## config.mk

```make
export PLATFORM = sky130hd
export DESIGN_NAME = modbus_rtu_register_slave_top
export DESIGN_NICKNAME = d
export VERILOG_FILES = /design/src/mbrs_pkg.sv /design/src/mbrs_ram.sv /design/src/mbrs_fifo.sv /design/src/mbrs_front.sv /design/src/mbrs_back.sv /design/src/modbus_rtu_register_slave_top.sv
export SDC_FILE = /design/constraint.sdc
export NUM_CORES = 2
export LEC_CHECK = 0
export ABC_AREA = 1
export BUFFER_PORTS_ARGS = -buffer_cell sky130_fd_sc_hd__buf_2
export CAP_MARGIN = 30
export CORE_MARGIN = 1
export CORE_UTILIZATION = 30
export DETAILED_ROUTE_END_ITERATION = 8
export HOLD_SLACK_MARGIN = 0.1
export PLACE_DENSITY = 0.43
export SYNTH_ARGS = -nofsm -noshare
export SYNTH_HDL_FRONTEND = slang
export SYNTH_SLANG_ARGS = --single-unit
```

## constraint.sdc

```tcl
create_clock -name clock -period 8.2 [get_ports clock]
set_input_delay 1.23 -clock clock [delete_from_list [all_inputs] [get_ports clock]]
set_output_delay 1.23 -clock clock [all_outputs]
set_load 0.05 [all_outputs]
```

## src/mbrs_pkg.sv

```systemverilog
// ---------------------------------------------------------------------------
// Modbus RTU register slave package
// Shared constants, request descriptor type and CRC-16 byte update.
// ---------------------------------------------------------------------------
package mbrs_pkg;

   localparam int REG_COUNT_DEFAULT   = 16;
   localparam int FRAME_BYTES_DEFAULT = 256;

   // frame byte counter holds 0..256
   localparam int CNT_W = 9;
   // response byte index, longest reply is 3 + 32 data + 2 CRC bytes
   localparam int IDX_W = 6;

   localparam logic KIND_FRAME = 1'b0;
   localparam logic KIND_INPUT = 1'b1;

   localparam logic [7:0] FN_READ_HOLD    = 8'd3;
   localparam logic [7:0] FN_READ_INPUT   = 8'd4;
   localparam logic [7:0] FN_WRITE_SINGLE = 8'd6;
   localparam logic [7:0] FN_WRITE_MULTI  = 8'd16;

   localparam logic [7:0] EXC_ILLEGAL_FUNCTION = 8'd1;
   localparam logic [7:0] EXC_ILLEGAL_ADDRESS  = 8'd2;
   localparam logic [7:0] EXC_FLAG             = 8'h80;

   localparam logic [15:0] CRC_INIT = 16'hFFFF;
   localparam logic [15:0] CRC_POLY = 16'hA001;

   // one queue entry: either a checked frame or an input register update
   typedef struct packed {
      logic             kind;
      logic             bcast;
      logic [5:0][7:0]  hdr;
      logic [CNT_W-1:0] count;
      logic [3:0]       reg_index;
      logic [15:0]      reg_value;
   } desc_type;

   function automatic logic [15:0] crc_update(input logic [15:0] crc, input logic [7:0] b);
      logic [15:0] c;
      c = crc ^ {8'h00, b};
      for (int k = 0; k < 8; k++) begin
         if (c[0]) c = (c >> 1) ^ CRC_POLY;
         else      c = c >> 1;
      end
      return c;
   endfunction

endpackage

```

## src/mbrs_ram.sv

```systemverilog
// ---------------------------------------------------------------------------
// Generic RAM
// One write port, one read port with registered read data.
// ---------------------------------------------------------------------------
module mbrs_ram #(
   parameter int WIDTH = 8,
   parameter int DEPTH = 256,
   localparam int AW = (DEPTH > 1) ? $clog2(DEPTH) : 1
) (
   input  logic             clock,
   input  logic             we,
   input  logic [AW-1:0]    waddr,
   input  logic [WIDTH-1:0] wdata,
   input  logic [AW-1:0]    raddr,
   output logic [WIDTH-1:0] rdata
);

   logic [WIDTH-1:0] mem [DEPTH];

   always_ff @(posedge clock) begin
      if (we) mem[waddr] <= wdata;
      rdata <= mem[raddr];
   end

endmodule

```

## src/mbrs_fifo.sv

```systemverilog
// ---------------------------------------------------------------------------
// Request queue
// Two-entry FIFO between the front and back parts.
// ---------------------------------------------------------------------------
module mbrs_fifo
   import mbrs_pkg::*;
(
   input  logic     clock,
   input  logic     reset,
   input  logic     push,
   input  desc_type push_data,
   input  logic     pop,
   output desc_type head,
   output logic     empty,
   output logic     full
);

   desc_type   entry_ff [2];
   logic       wr_ptr_ff, rd_ptr_ff;
   logic [1:0] cnt_ff;

   assign head  = entry_ff[rd_ptr_ff];
   assign empty = (cnt_ff == 2'd0);
   assign full  = (cnt_ff == 2'd2);

   always_ff @(posedge clock) begin
      if (push) entry_ff[wr_ptr_ff] <= push_data;
   end

   always_ff @(posedge clock) begin
      if (reset) begin
         wr_ptr_ff <= 1'b0;
         rd_ptr_ff <= 1'b0;
         cnt_ff    <= 2'd0;
      end else begin
         if (push) wr_ptr_ff <= ~wr_ptr_ff;
         if (pop)  rd_ptr_ff <= ~rd_ptr_ff;
         cnt_ff <= cnt_ff + 2'(push) - 2'(pop);
      end
   end

endmodule

```

## src/mbrs_front.sv

```systemverilog
// ---------------------------------------------------------------------------
// Request front end
// Store frame bytes, run the CRC, check the frame at its end, queue work.
// ---------------------------------------------------------------------------
module mbrs_front
   import mbrs_pkg::*;
#(
   parameter int FRAME_BYTES = FRAME_BYTES_DEFAULT,
   localparam int AW = (FRAME_BYTES > 1) ? $clog2(FRAME_BYTES) : 1
) (
   input  logic          clock,
   input  logic          reset,
   input  logic          req_tvalid,
   output logic          req_tready,
   input  logic [31:0]   req_tdata,
   input  logic          req_tlast,
   input  logic          req_tuser,
   input  logic [7:0]    slave_address,
   input  logic          fifo_full,
   input  logic          frame_done,
   output logic          push,
   output desc_type      push_data,
   output logic          ram_we,
   output logic [AW-1:0] ram_waddr,
   output logic [7:0]    ram_wdata
);

   logic [CNT_W-1:0] count_ff, count_in;
   logic             ovf_ff, ovf_in;
   logic [5:0][7:0]  hdr_ff, hdr_in;
   logic [15:0]      crc_ff, crcp_ff;
   logic [7:0]       prev_ff;
   logic             busy_ff;
   logic             accept, is_frame, store, frame_ok;
   logic [7:0]       rx_byte;

   assign req_tready = !fifo_full && !busy_ff;
   assign accept     = req_tvalid && req_tready;
   assign is_frame   = (req_tuser == KIND_FRAME);
   assign rx_byte    = req_tdata[7:0];
   assign store      = (count_ff < CNT_W'(FRAME_BYTES));

   assign ram_we    = accept && is_frame && store;
   assign ram_waddr = count_ff[AW-1:0];
   assign ram_wdata = rx_byte;

   always_comb begin
      hdr_in = hdr_ff;
      for (int p = 0; p < 6; p++) begin
         if (store && count_ff == CNT_W'(p)) hdr_in[p] = rx_byte;
      end
      count_in = store ? count_ff + CNT_W'(1) : count_ff;
      ovf_in   = ovf_ff || !store;
      frame_ok = !ovf_in && (count_in >= CNT_W'(4))
                 && (hdr_in[0] == slave_address || hdr_in[0] == 8'h00)
                 && (prev_ff == crcp_ff[7:0]) && (rx_byte == crcp_ff[15:8]);
   end

   always_comb begin
      push_data           = '0;
      push_data.kind      = req_tuser;
      push_data.bcast     = (hdr_in[0] == 8'h00);
      push_data.hdr       = hdr_in;
      push_data.count     = count_in;
      push_data.reg_index = req_tdata[11:8];
      push_data.reg_value = req_tdata[27:12];
      push = accept && (!is_frame || (req_tlast && frame_ok));
   end

   always_ff @(posedge clock) begin
      if (reset) begin
         count_ff <= '0;
         ovf_ff   <= 1'b0;
         hdr_ff   <= '0;
         crc_ff   <= CRC_INIT;
         crcp_ff  <= CRC_INIT;
         busy_ff  <= 1'b0;
      end else begin
         if (frame_done) busy_ff <= 1'b0;
         if (accept && is_frame) begin
            if (req_tlast) begin
               count_ff <= '0;
               ovf_ff   <= 1'b0;
               hdr_ff   <= '0;
               crc_ff   <= CRC_INIT;
               crcp_ff  <= CRC_INIT;
               if (frame_ok) busy_ff <= 1'b1;
            end else begin
               count_ff <= count_in;
               ovf_ff   <= ovf_in;
               hdr_ff   <= hdr_in;
               crcp_ff  <= crc_ff;
               crc_ff   <= crc_update(crc_ff, rx_byte);
            end
         end
      end
   end

   always_ff @(posedge clock) begin
      if (accept && is_frame) prev_ff <= rx_byte;
   end

endmodule

```

## src/mbrs_back.sv

```systemverilog
// ---------------------------------------------------------------------------
// Request back end
// Execute queued frames and updates, emit the response with its CRC.
// ---------------------------------------------------------------------------
module mbrs_back
   import mbrs_pkg::*;
#(
   parameter int REG_COUNT   = REG_COUNT_DEFAULT,
   parameter int FRAME_BYTES = FRAME_BYTES_DEFAULT,
   localparam int AW = (FRAME_BYTES > 1) ? $clog2(FRAME_BYTES) : 1,
   localparam int RW = (REG_COUNT > 1) ? $clog2(REG_COUNT) : 1
) (
   input  logic          clock,
   input  logic          reset,
   input  desc_type      head,
   input  logic          empty,
   output logic          pop,
   output logic [AW-1:0] ram_raddr,
   input  logic [7:0]    ram_rdata,
   output logic          frame_done,
   output logic          rsp_tvalid,
   input  logic          rsp_tready,
   output logic [7:0]    rsp_tdata,
   output logic          rsp_tlast
);

   typedef enum logic [2:0] {
      ST_IDLE, ST_EXEC, ST_WR_A, ST_WR_B, ST_WR_C, ST_EMIT
   } state_type;

   typedef enum logic [1:0] { MODE_READ, MODE_EXC, MODE_ECHO } mode_type;

   state_type        state_ff;
   mode_type         mode_ff;
   desc_type         desc_ff;
   logic             map_sel_ff;
   logic [7:0]       exc_ff;
   logic [IDX_W-1:0] len_ff, j_ff;
   logic [15:0]      crc_ff;
   logic [4:0]       i_ff;
   logic [7:0]       hi_ff;
   logic [15:0]      holding_ff [REG_COUNT];
   logic [15:0]      input_ff   [REG_COUNT];
   logic             rsp_valid_ff, rsp_last_ff, done_ff;
   logic [7:0]       rsp_data_ff;

   logic [7:0]       fn;
   logic [15:0]      addr, qty;
   logic [16:0]      span;
   logic             range_bad;
   logic [CNT_W-1:0] pos_hi, pos_lo;
   logic             slot_free;
   logic [7:0]       data_byte, out_byte;
   logic [IDX_W-1:0] k;
   logic [RW-1:0]    ridx;
   logic [15:0]      rval;

   assign fn        = desc_ff.hdr[1];
   assign addr      = {desc_ff.hdr[2], desc_ff.hdr[3]};
   assign qty       = {desc_ff.hdr[4], desc_ff.hdr[5]};
   assign span      = {1'b0, addr} + {1'b0, qty};
   assign range_bad = (qty > 16'(REG_COUNT)) || (span > 17'(REG_COUNT));

   assign pos_hi    = CNT_W'(7) + {(CNT_W-1)'(i_ff), 1'b0};
   assign pos_lo    = pos_hi + CNT_W'(1);
   assign ram_raddr = (state_ff == ST_WR_B) ? pos_lo[AW-1:0] : pos_hi[AW-1:0];

   assign pop        = (state_ff == ST_IDLE) && !empty;
   assign slot_free  = !rsp_valid_ff || rsp_tready;
   assign rsp_tvalid = rsp_valid_ff;
   assign rsp_tdata  = rsp_data_ff;
   assign rsp_tlast  = rsp_last_ff;
   assign frame_done = done_ff;

   // register data of a read reply
   assign k    = j_ff - IDX_W'(3);
   assign ridx = addr[RW-1:0] + RW'(k[IDX_W-1:1]);
   assign rval = map_sel_ff ? input_ff[ridx] : holding_ff[ridx];

   always_comb begin
      data_byte = 8'h00;
      unique case (mode_ff)
         MODE_READ: begin
            if (j_ff == IDX_W'(0))      data_byte = desc_ff.hdr[0];
            else if (j_ff == IDX_W'(1)) data_byte = fn;
            else if (j_ff == IDX_W'(2)) data_byte = {qty[6:0], 1'b0};
            else                        data_byte = k[0] ? rval[7:0] : rval[15:8];
         end
         MODE_EXC: begin
            if (j_ff == IDX_W'(0))      data_byte = desc_ff.hdr[0];
            else if (j_ff == IDX_W'(1)) data_byte = fn + EXC_FLAG;
            else                        data_byte = exc_ff;
         end
         MODE_ECHO: begin
            data_byte = desc_ff.hdr[j_ff[2:0]];
         end
         default: data_byte = 8'h00;
      endcase
      if (j_ff < len_ff)       out_byte = data_byte;
      else if (j_ff == len_ff) out_byte = crc_ff[7:0];
      else                     out_byte = crc_ff[15:8];
   end

   always_ff @(posedge clock) begin
      if (reset) begin
         state_ff     <= ST_IDLE;
         rsp_valid_ff <= 1'b0;
         rsp_last_ff  <= 1'b0;
         done_ff      <= 1'b0;
         for (int r = 0; r < REG_COUNT; r++) begin
            holding_ff[r] <= '0;
            input_ff[r]   <= '0;
         end
      end else begin
         done_ff <= 1'b0;
         if (rsp_valid_ff && rsp_tready) rsp_valid_ff <= 1'b0;
         unique case (state_ff)
            ST_IDLE: begin
               if (!empty) begin
                  desc_ff <= head;
                  if (head.kind == KIND_INPUT) begin
                     if ({1'b0, head.reg_index} < 5'(REG_COUNT))
                        input_ff[head.reg_index[RW-1:0]] <= head.reg_value;
                  end else begin
                     state_ff <= ST_EXEC;
                  end
               end
            end
            ST_EXEC: begin
               j_ff       <= '0;
               crc_ff     <= CRC_INIT;
               i_ff       <= '0;
               map_sel_ff <= (fn == FN_READ_INPUT);
               state_ff   <= desc_ff.bcast ? ST_IDLE : ST_EMIT;
               done_ff    <= desc_ff.bcast;
               priority if (fn == FN_READ_HOLD || fn == FN_READ_INPUT) begin
                  if (range_bad) begin
                     mode_ff <= MODE_EXC;
                     exc_ff  <= EXC_ILLEGAL_ADDRESS;
                     len_ff  <= IDX_W'(3);
                  end else begin
                     mode_ff <= MODE_READ;
                     len_ff  <= IDX_W'(3) + {qty[4:0], 1'b0};
                  end
               end else if (fn == FN_WRITE_SINGLE) begin
                  if (addr >= 16'(REG_COUNT)) begin
                     mode_ff <= MODE_EXC;
                     exc_ff  <= EXC_ILLEGAL_ADDRESS;
                     len_ff  <= IDX_W'(3);
                  end else begin
                     holding_ff[addr[RW-1:0]] <= qty;
                     mode_ff <= MODE_ECHO;
                     len_ff  <= IDX_W'(6);
                  end
               end else if (fn == FN_WRITE_MULTI) begin
                  if (range_bad) begin
                     mode_ff <= MODE_EXC;
                     exc_ff  <= EXC_ILLEGAL_ADDRESS;
                     len_ff  <= IDX_W'(3);
                  end else begin
                     mode_ff <= MODE_ECHO;
                     len_ff  <= IDX_W'(6);
                     if (qty != 16'd0) begin
                        state_ff <= ST_WR_A;
                        done_ff  <= 1'b0;
                     end
                  end
               end else begin
                  mode_ff <= MODE_EXC;
                  exc_ff  <= EXC_ILLEGAL_FUNCTION;
                  len_ff  <= IDX_W'(3);
               end
            end
            ST_WR_A: state_ff <= ST_WR_B;
            ST_WR_B: begin
               hi_ff    <= (pos_hi < desc_ff.count) ? ram_rdata : 8'h00;
               state_ff <= ST_WR_C;
            end
            ST_WR_C: begin
               holding_ff[addr[RW-1:0] + RW'(i_ff)] <=
                  {hi_ff, (pos_lo < desc_ff.count) ? ram_rdata : 8'h00};
               i_ff <= i_ff + 5'd1;
               if (i_ff + 5'd1 == qty[4:0] || qty[4:0] == 5'd0 && i_ff == 5'd15) begin
                  state_ff <= desc_ff.bcast ? ST_IDLE : ST_EMIT;
                  done_ff  <= desc_ff.bcast;
               end else begin
                  state_ff <= ST_WR_A;
               end
            end
            ST_EMIT: begin
               if (slot_free) begin
                  rsp_valid_ff <= 1'b1;
                  rsp_data_ff  <= out_byte;
                  rsp_last_ff  <= (j_ff == len_ff + IDX_W'(1));
                  j_ff         <= j_ff + IDX_W'(1);
                  if (j_ff < len_ff) crc_ff <= crc_update(crc_ff, out_byte);
                  if (j_ff == len_ff + IDX_W'(1)) begin
                     state_ff <= ST_IDLE;
                     done_ff  <= 1'b1;
                  end
               end
            end
            default: state_ff <= ST_IDLE;
         endcase
      end
   end

endmodule

```

## src/modbus_rtu_register_slave_top.sv

```systemverilog
// ---------------------------------------------------------------------------
// Modbus RTU register slave
// Front end, request queue, frame buffer and back end of the slave.
// ---------------------------------------------------------------------------
// Usage: feed request bytes (tuser 0) one per cycle while the front end takes
// them; the front end stores each byte, runs the CRC-16 on the fly and checks
// unit address, length (4 to FRAME_BYTES) and CRC at the byte marked tlast.
// Bad frames are dropped with no reply. A good frame is queued; the front
// then holds off further request bytes until the back end has executed it and
// sent the whole reply, because the back end still reads the frame buffer.
// Input register updates (tuser 1) pass through the same two-entry queue, so
// they take effect in request order. Once set up, a reply of 5 to 37 bytes
// leaves byte by byte through the output register, which waits for
// rsp_tready; a multiple write first reads each register's bytes through the
// single read port of the frame buffer. Broadcast frames execute but send
// nothing. csr_wdata is the unit address.
// ---------------------------------------------------------------------------
module modbus_rtu_register_slave_top
   import mbrs_pkg::*;
#(
   parameter int REG_COUNT   = REG_COUNT_DEFAULT,
   parameter int FRAME_BYTES = FRAME_BYTES_DEFAULT
) (
   input  logic        clock,
   input  logic        reset,
   input  logic        csr_we,
   input  logic [7:0]  csr_wdata,
   input  logic        req_tvalid,
   output logic        req_tready,
   input  logic [31:0] req_tdata,  // rx_byte[7:0], reg_index[11:8], reg_value[27:12], zero
   input  logic        req_tlast,  // frame_end
   input  logic        req_tuser,  // kind
   output logic        rsp_tvalid,
   input  logic        rsp_tready,
   output logic [7:0]  rsp_tdata,  // tx_byte[7:0]
   output logic        rsp_tlast   // tx_last
);

   localparam int AW = (FRAME_BYTES > 1) ? $clog2(FRAME_BYTES) : 1;

   logic [7:0]    slave_address_ff;
   logic          fifo_full, fifo_empty, push, pop, frame_done;
   desc_type      push_data, head;
   logic          ram_we;
   logic [AW-1:0] ram_waddr, ram_raddr;
   logic [7:0]    ram_wdata, ram_rdata;

   // unit address register, reset to 1
   always_ff @(posedge clock) begin
      if (reset) slave_address_ff <= 8'd1;
      else if (csr_we) slave_address_ff <= csr_wdata;
   end

   mbrs_front #(.FRAME_BYTES(FRAME_BYTES)) u_front (
      .clock, .reset, .req_tvalid, .req_tready, .req_tdata, .req_tlast, .req_tuser,
      .slave_address(slave_address_ff), .fifo_full, .frame_done,
      .push, .push_data, .ram_we, .ram_waddr, .ram_wdata
   );

   mbrs_fifo u_fifo (
      .clock, .reset, .push, .push_data, .pop, .head,
      .empty(fifo_empty), .full(fifo_full)
   );

   mbrs_ram #(.WIDTH(8), .DEPTH(FRAME_BYTES)) u_frame_ram (
      .clock, .we(ram_we), .waddr(ram_waddr), .wdata(ram_wdata),
      .raddr(ram_raddr), .rdata(ram_rdata)
   );

   mbrs_back #(.REG_COUNT(REG_COUNT), .FRAME_BYTES(FRAME_BYTES)) u_back (
      .clock, .reset, .head, .empty(fifo_empty), .pop, .ram_raddr, .ram_rdata,
      .frame_done, .rsp_tvalid, .rsp_tready, .rsp_tdata, .rsp_tlast
   );

endmodule

```

==> results.yml <==
clock_tree:
  clock_tree.root_cell: "clkbuf_16"
  cts_tree: "done"
  cts_setup_buffers: 0
  cts_resized: 0
  hold_buffers: 0
  htree_levels: 4
  clock_sinks: 1933
  cts_buffers: 219
  clk_latency_ns: 0.92
  max-clock-path-buffers: 4
  clkSlewWorstSetupHoldPaths_ns: 0.06
placed_design:
  placed_area_um2: 86400
  portBuffers: 53
  gp_congestion: 0.834
  dp.final_hpwl_um: 151000
final_layout:
  final_nets: 7097
  layout_common_cells: "edfxtp_1 (1,820), nand2_1 (1,611), nor2_1 (823)"
  drive_gt1_share_pct: 8.99
  final_common_cell: "edfxtp_1"
  area_growth_pct: 14.0
  fin_area_um2: 93400
worst_setup_path:
  r2r_cells: 33
  path_buf_inv: 5
  timing.rr.start: "u_back.j_ff[1]$_SDFFCE_PN0P_"
  arrival_ns: 6.77
  critPathSlowestCell: "fa_4"
  crit_family: "simple AND/OR/NAND/NOR gates"
  worst-path-max-fanout: 50
  slowest_delay_ns: 0.68
  r2r-end: "u_back.crc_ff[0]$_SDFFCE_PN1P_"
  crit_type: "reg -> reg"
  rrSetupSlack_ns: 2.04
  cp-start-kind: "register"
  crit_path_end_kind: "register"
  cpMostUsedCell: "nand2_1"
  critical_path_required_ns: 8.81
routing:
  vias: 54100
  wl_per_cell_um: 23.6
  antenna_left: 0
  drc: 0
  dr.first_iter.drc_count: 4323
  drt_wl_total_um: 254000
  drt-pass1-iter-count: 5
  routed_via_density: 5.04
timing:
  finalMaxSlewViolations: 0
  setup_viol: 0
  fin_crit_sh_pct: 75.1
  hold_violations: 0
  tightest_slew_ns: 1.06
  clock.fmax_mhz: 162
  whs_ns: 0.463
  rsz0062_at_grt: "false"
  fin_crit_ns: 6.16
  tns_ns: 0
  slew_headroom_pct: 29.6
  skew_ns: 0.115
floorplan:
  die_x_um: 525
  die_h_um: 525
  initial_core_util_pct: 30.2
  ioPinCount: 58
  core_um2: 271000
  rows: 191
  die_area_um2: 275000
run_status:
  status: "complete, no violations"
global_routing:
  grt_max_degree: 177
  grt_pass1_vias: 52800
  antenna_found_initial: 5
  grt-ovfl-total: 0
  grt_pass1_wl_um: 369000
  grtUsageTotal_pct: 17.9
worst_hold_path:
  holdCritStartpoint: "u_front.hdr_ff[17]$_SDFFE_PP0P_"
  worst_hold_path.endpoint: "u_front.hdr_ff[17]$_SDFFE_PP0P_"
  hold_depth: 2
  hold_class: "reg -> reg"
power_and_ir_drop:
  p_leak_nw: 32.3
  p_per_area_nw_per_um2: 311
  ir_worst_vdd_v: 0.000436
synth:
  synth.yosys.warnings: 0
  syn_avg_cell_area_um2: 11.7
  synth_nets: 7143
  syn_inst: 7034
  seq_area_frac_synth_pct: 69.4
  mappedNetlistArea_um2: 82000
  synth_seq_cells: 1933
  ys_types: 58
  synth_ff_type: "edfxtp_1"
  synthArstFlopShare_pct: 0
  synth_edf_count: 1820
job:
  max_cap_viol_count: 0
-- power by group --
group | internal [mW] | leakage (nW) | switching (mW)
clock network | 5.60 | 3.45 | 4.08
registers | 11.2 | 18.0 | 0.296
logic | 2.11 | 10.9 | 5.82
-- Yosys cell counts, types with 10 or more instances --
library cell / n / share of area [%]
dfxtp_1: 113 / 2.8
a32o_1: 15 / 0.18
clkbuf_1: 289 / 1.3
o21ai_1: 16 / 0.098
o21ai_0: 203 / 1.2
a21oi_1: 192 / 1.2
nand3_1: 588 / 3.6
o211ai_1: 65 / 0.60
xnor2_1: 29 / 0.31
xor2_1: 47 / 0.50
mux2i_1: 20 / 0.24
ha_1: 59 / 0.90
o221ai_1: 17 / 0.18
edfxtp_1: 1820 / 67
buf_1: 45 / 0.21
or2_2: 27 / 0.21
a31oi_1: 25 / 0.19
buf_4: 21 / 0.19
nand2_1: 1611 / 7.4
o22ai_1: 23 / 0.18
nand4_1: 10 / 0.076
nor2_1: 829 / 3.8
o2111ai_1: 181 / 1.9
nor3_1: 24 / 0.15
nor4_1: 16 / 0.12
a22oi_1: 261 / 2.4
mux2_2: 59 / 0.81
inv_1: 248 / 1.1
buf_2: 93 / 0.57
-- cell type report --
cell class | instances | area, µm²
diodes | 1 | 2.50
clock buffers | 275 | 5810
clock inverters | 129 | 1190
fillers | 26700 | 178000
inverters | 260 | 996
multi-input cells | 4391 | 22400
flip-flops and latches | 1933 | 56900
well taps | 3570 | 4470
repair buffers | 183 | 1630
-- logic make-up after synthesis --
| logic type | synth area share, % |
|---|---|
| fa+ha+maj | 0.974 |
| simple gates | 15.6 |
| mux | 1.05 |
| flops | 69.4 |
| other cells | 0.00458 |
| buf+inv | 3.51 |
| xor+xnor | 0.832 |
| compound gates | 8.56 |
-- through the flow --
| step | power (mW) | std cells | util (%) | setup slack [ns] |
|---|---|---|---|---|
| floorplan | 16.4 | 7034 | - | 1.93 |
| global placement | 19.6 | 10300 | 31.8 | 2.05 |
| detailed placement | 19.7 | 10300 | 31.9 | 2.07 |
| CTS | 29.4 | 10700 | 34.4 | 2.07 |
| global route | 30.4 | 10700 | 34.4 | 1.60 |
| finish | 29.1 | 10700 | 34.4 | 2.04 |
-- worst max-delay path by stage --
stage	depth (start not counted)	end	startpoint	slack, ns
after floorplan	9	u_fifo.entry_ff[0][0]$_DFFE_PP_	req_tdata[4]	1.93
after CTS	33	u_back.crc_ff[0]$_SDFFCE_PN1P_	u_back.j_ff[1]$_SDFFCE_PN0P_	2.07
after global routing	33	u_back.crc_ff[0]$_SDFFCE_PN1P_	u_back.j_ff[1]$_SDFFCE_PN0P_	1.60
after global placement	33	u_back.crc_ff[0]$_SDFFCE_PN1P_	u_back.j_ff[1]$_SDFFCE_PN0P_	2.05
after detailed placement	33	u_back.crc_ff[0]$_SDFFCE_PN1P_	u_back.j_ff[1]$_SDFFCE_PN0P_	2.07
final	33	u_back.crc_ff[0]$_SDFFCE_PN1P_	u_back.j_ff[1]$_SDFFCE_PN0P_	2.04
-- routing by layer --
layer | routed length (µm) | global-route usage [%] | vias up
li1 | - | - | 25200
met5 | 26 | 0 | -
met3 | 12400 | 2.40 | 345
met1 | 115000 | 24.8 | 27300
met2 | 119000 | 29.4 | 1323
met4 | 6440 | 4.87 | 4
-- registers in the layout, indices dropped and copies added, names as in the netlist, 8 cells and up, named ones only --
register           flops
u_back.holding_ff    256
u_back.fn              8
u_back.exc_ff          8
u_frame_ram.mem     1024
u_front.prev_ff        8
u_frame_ram.rdata      8
u_front.crcp_ff       16
u_back.hi_ff           8
u_back.input_ff      256
u_back.crc_ff         16
slave_address_ff       8
u_front.crc_ff        11
u_front.hdr_ff        48
u_back.desc_ff        34
u_front.count_ff       9
u_back.rsp_tdata       8
u_fifo.entry_ff      158
u_back.addr           16
-- worst register-to-register path: cells and delay by family, from the launching register on --
kind,cells,cell delay [ns]
AND/OR/NAND/NOR,25,2.61
adder cells (fa/ha/maj),3,1.22
flip-flops,1,0.35
buffers and inverters,5,1.72
Power figures use the tool's default switching activity.
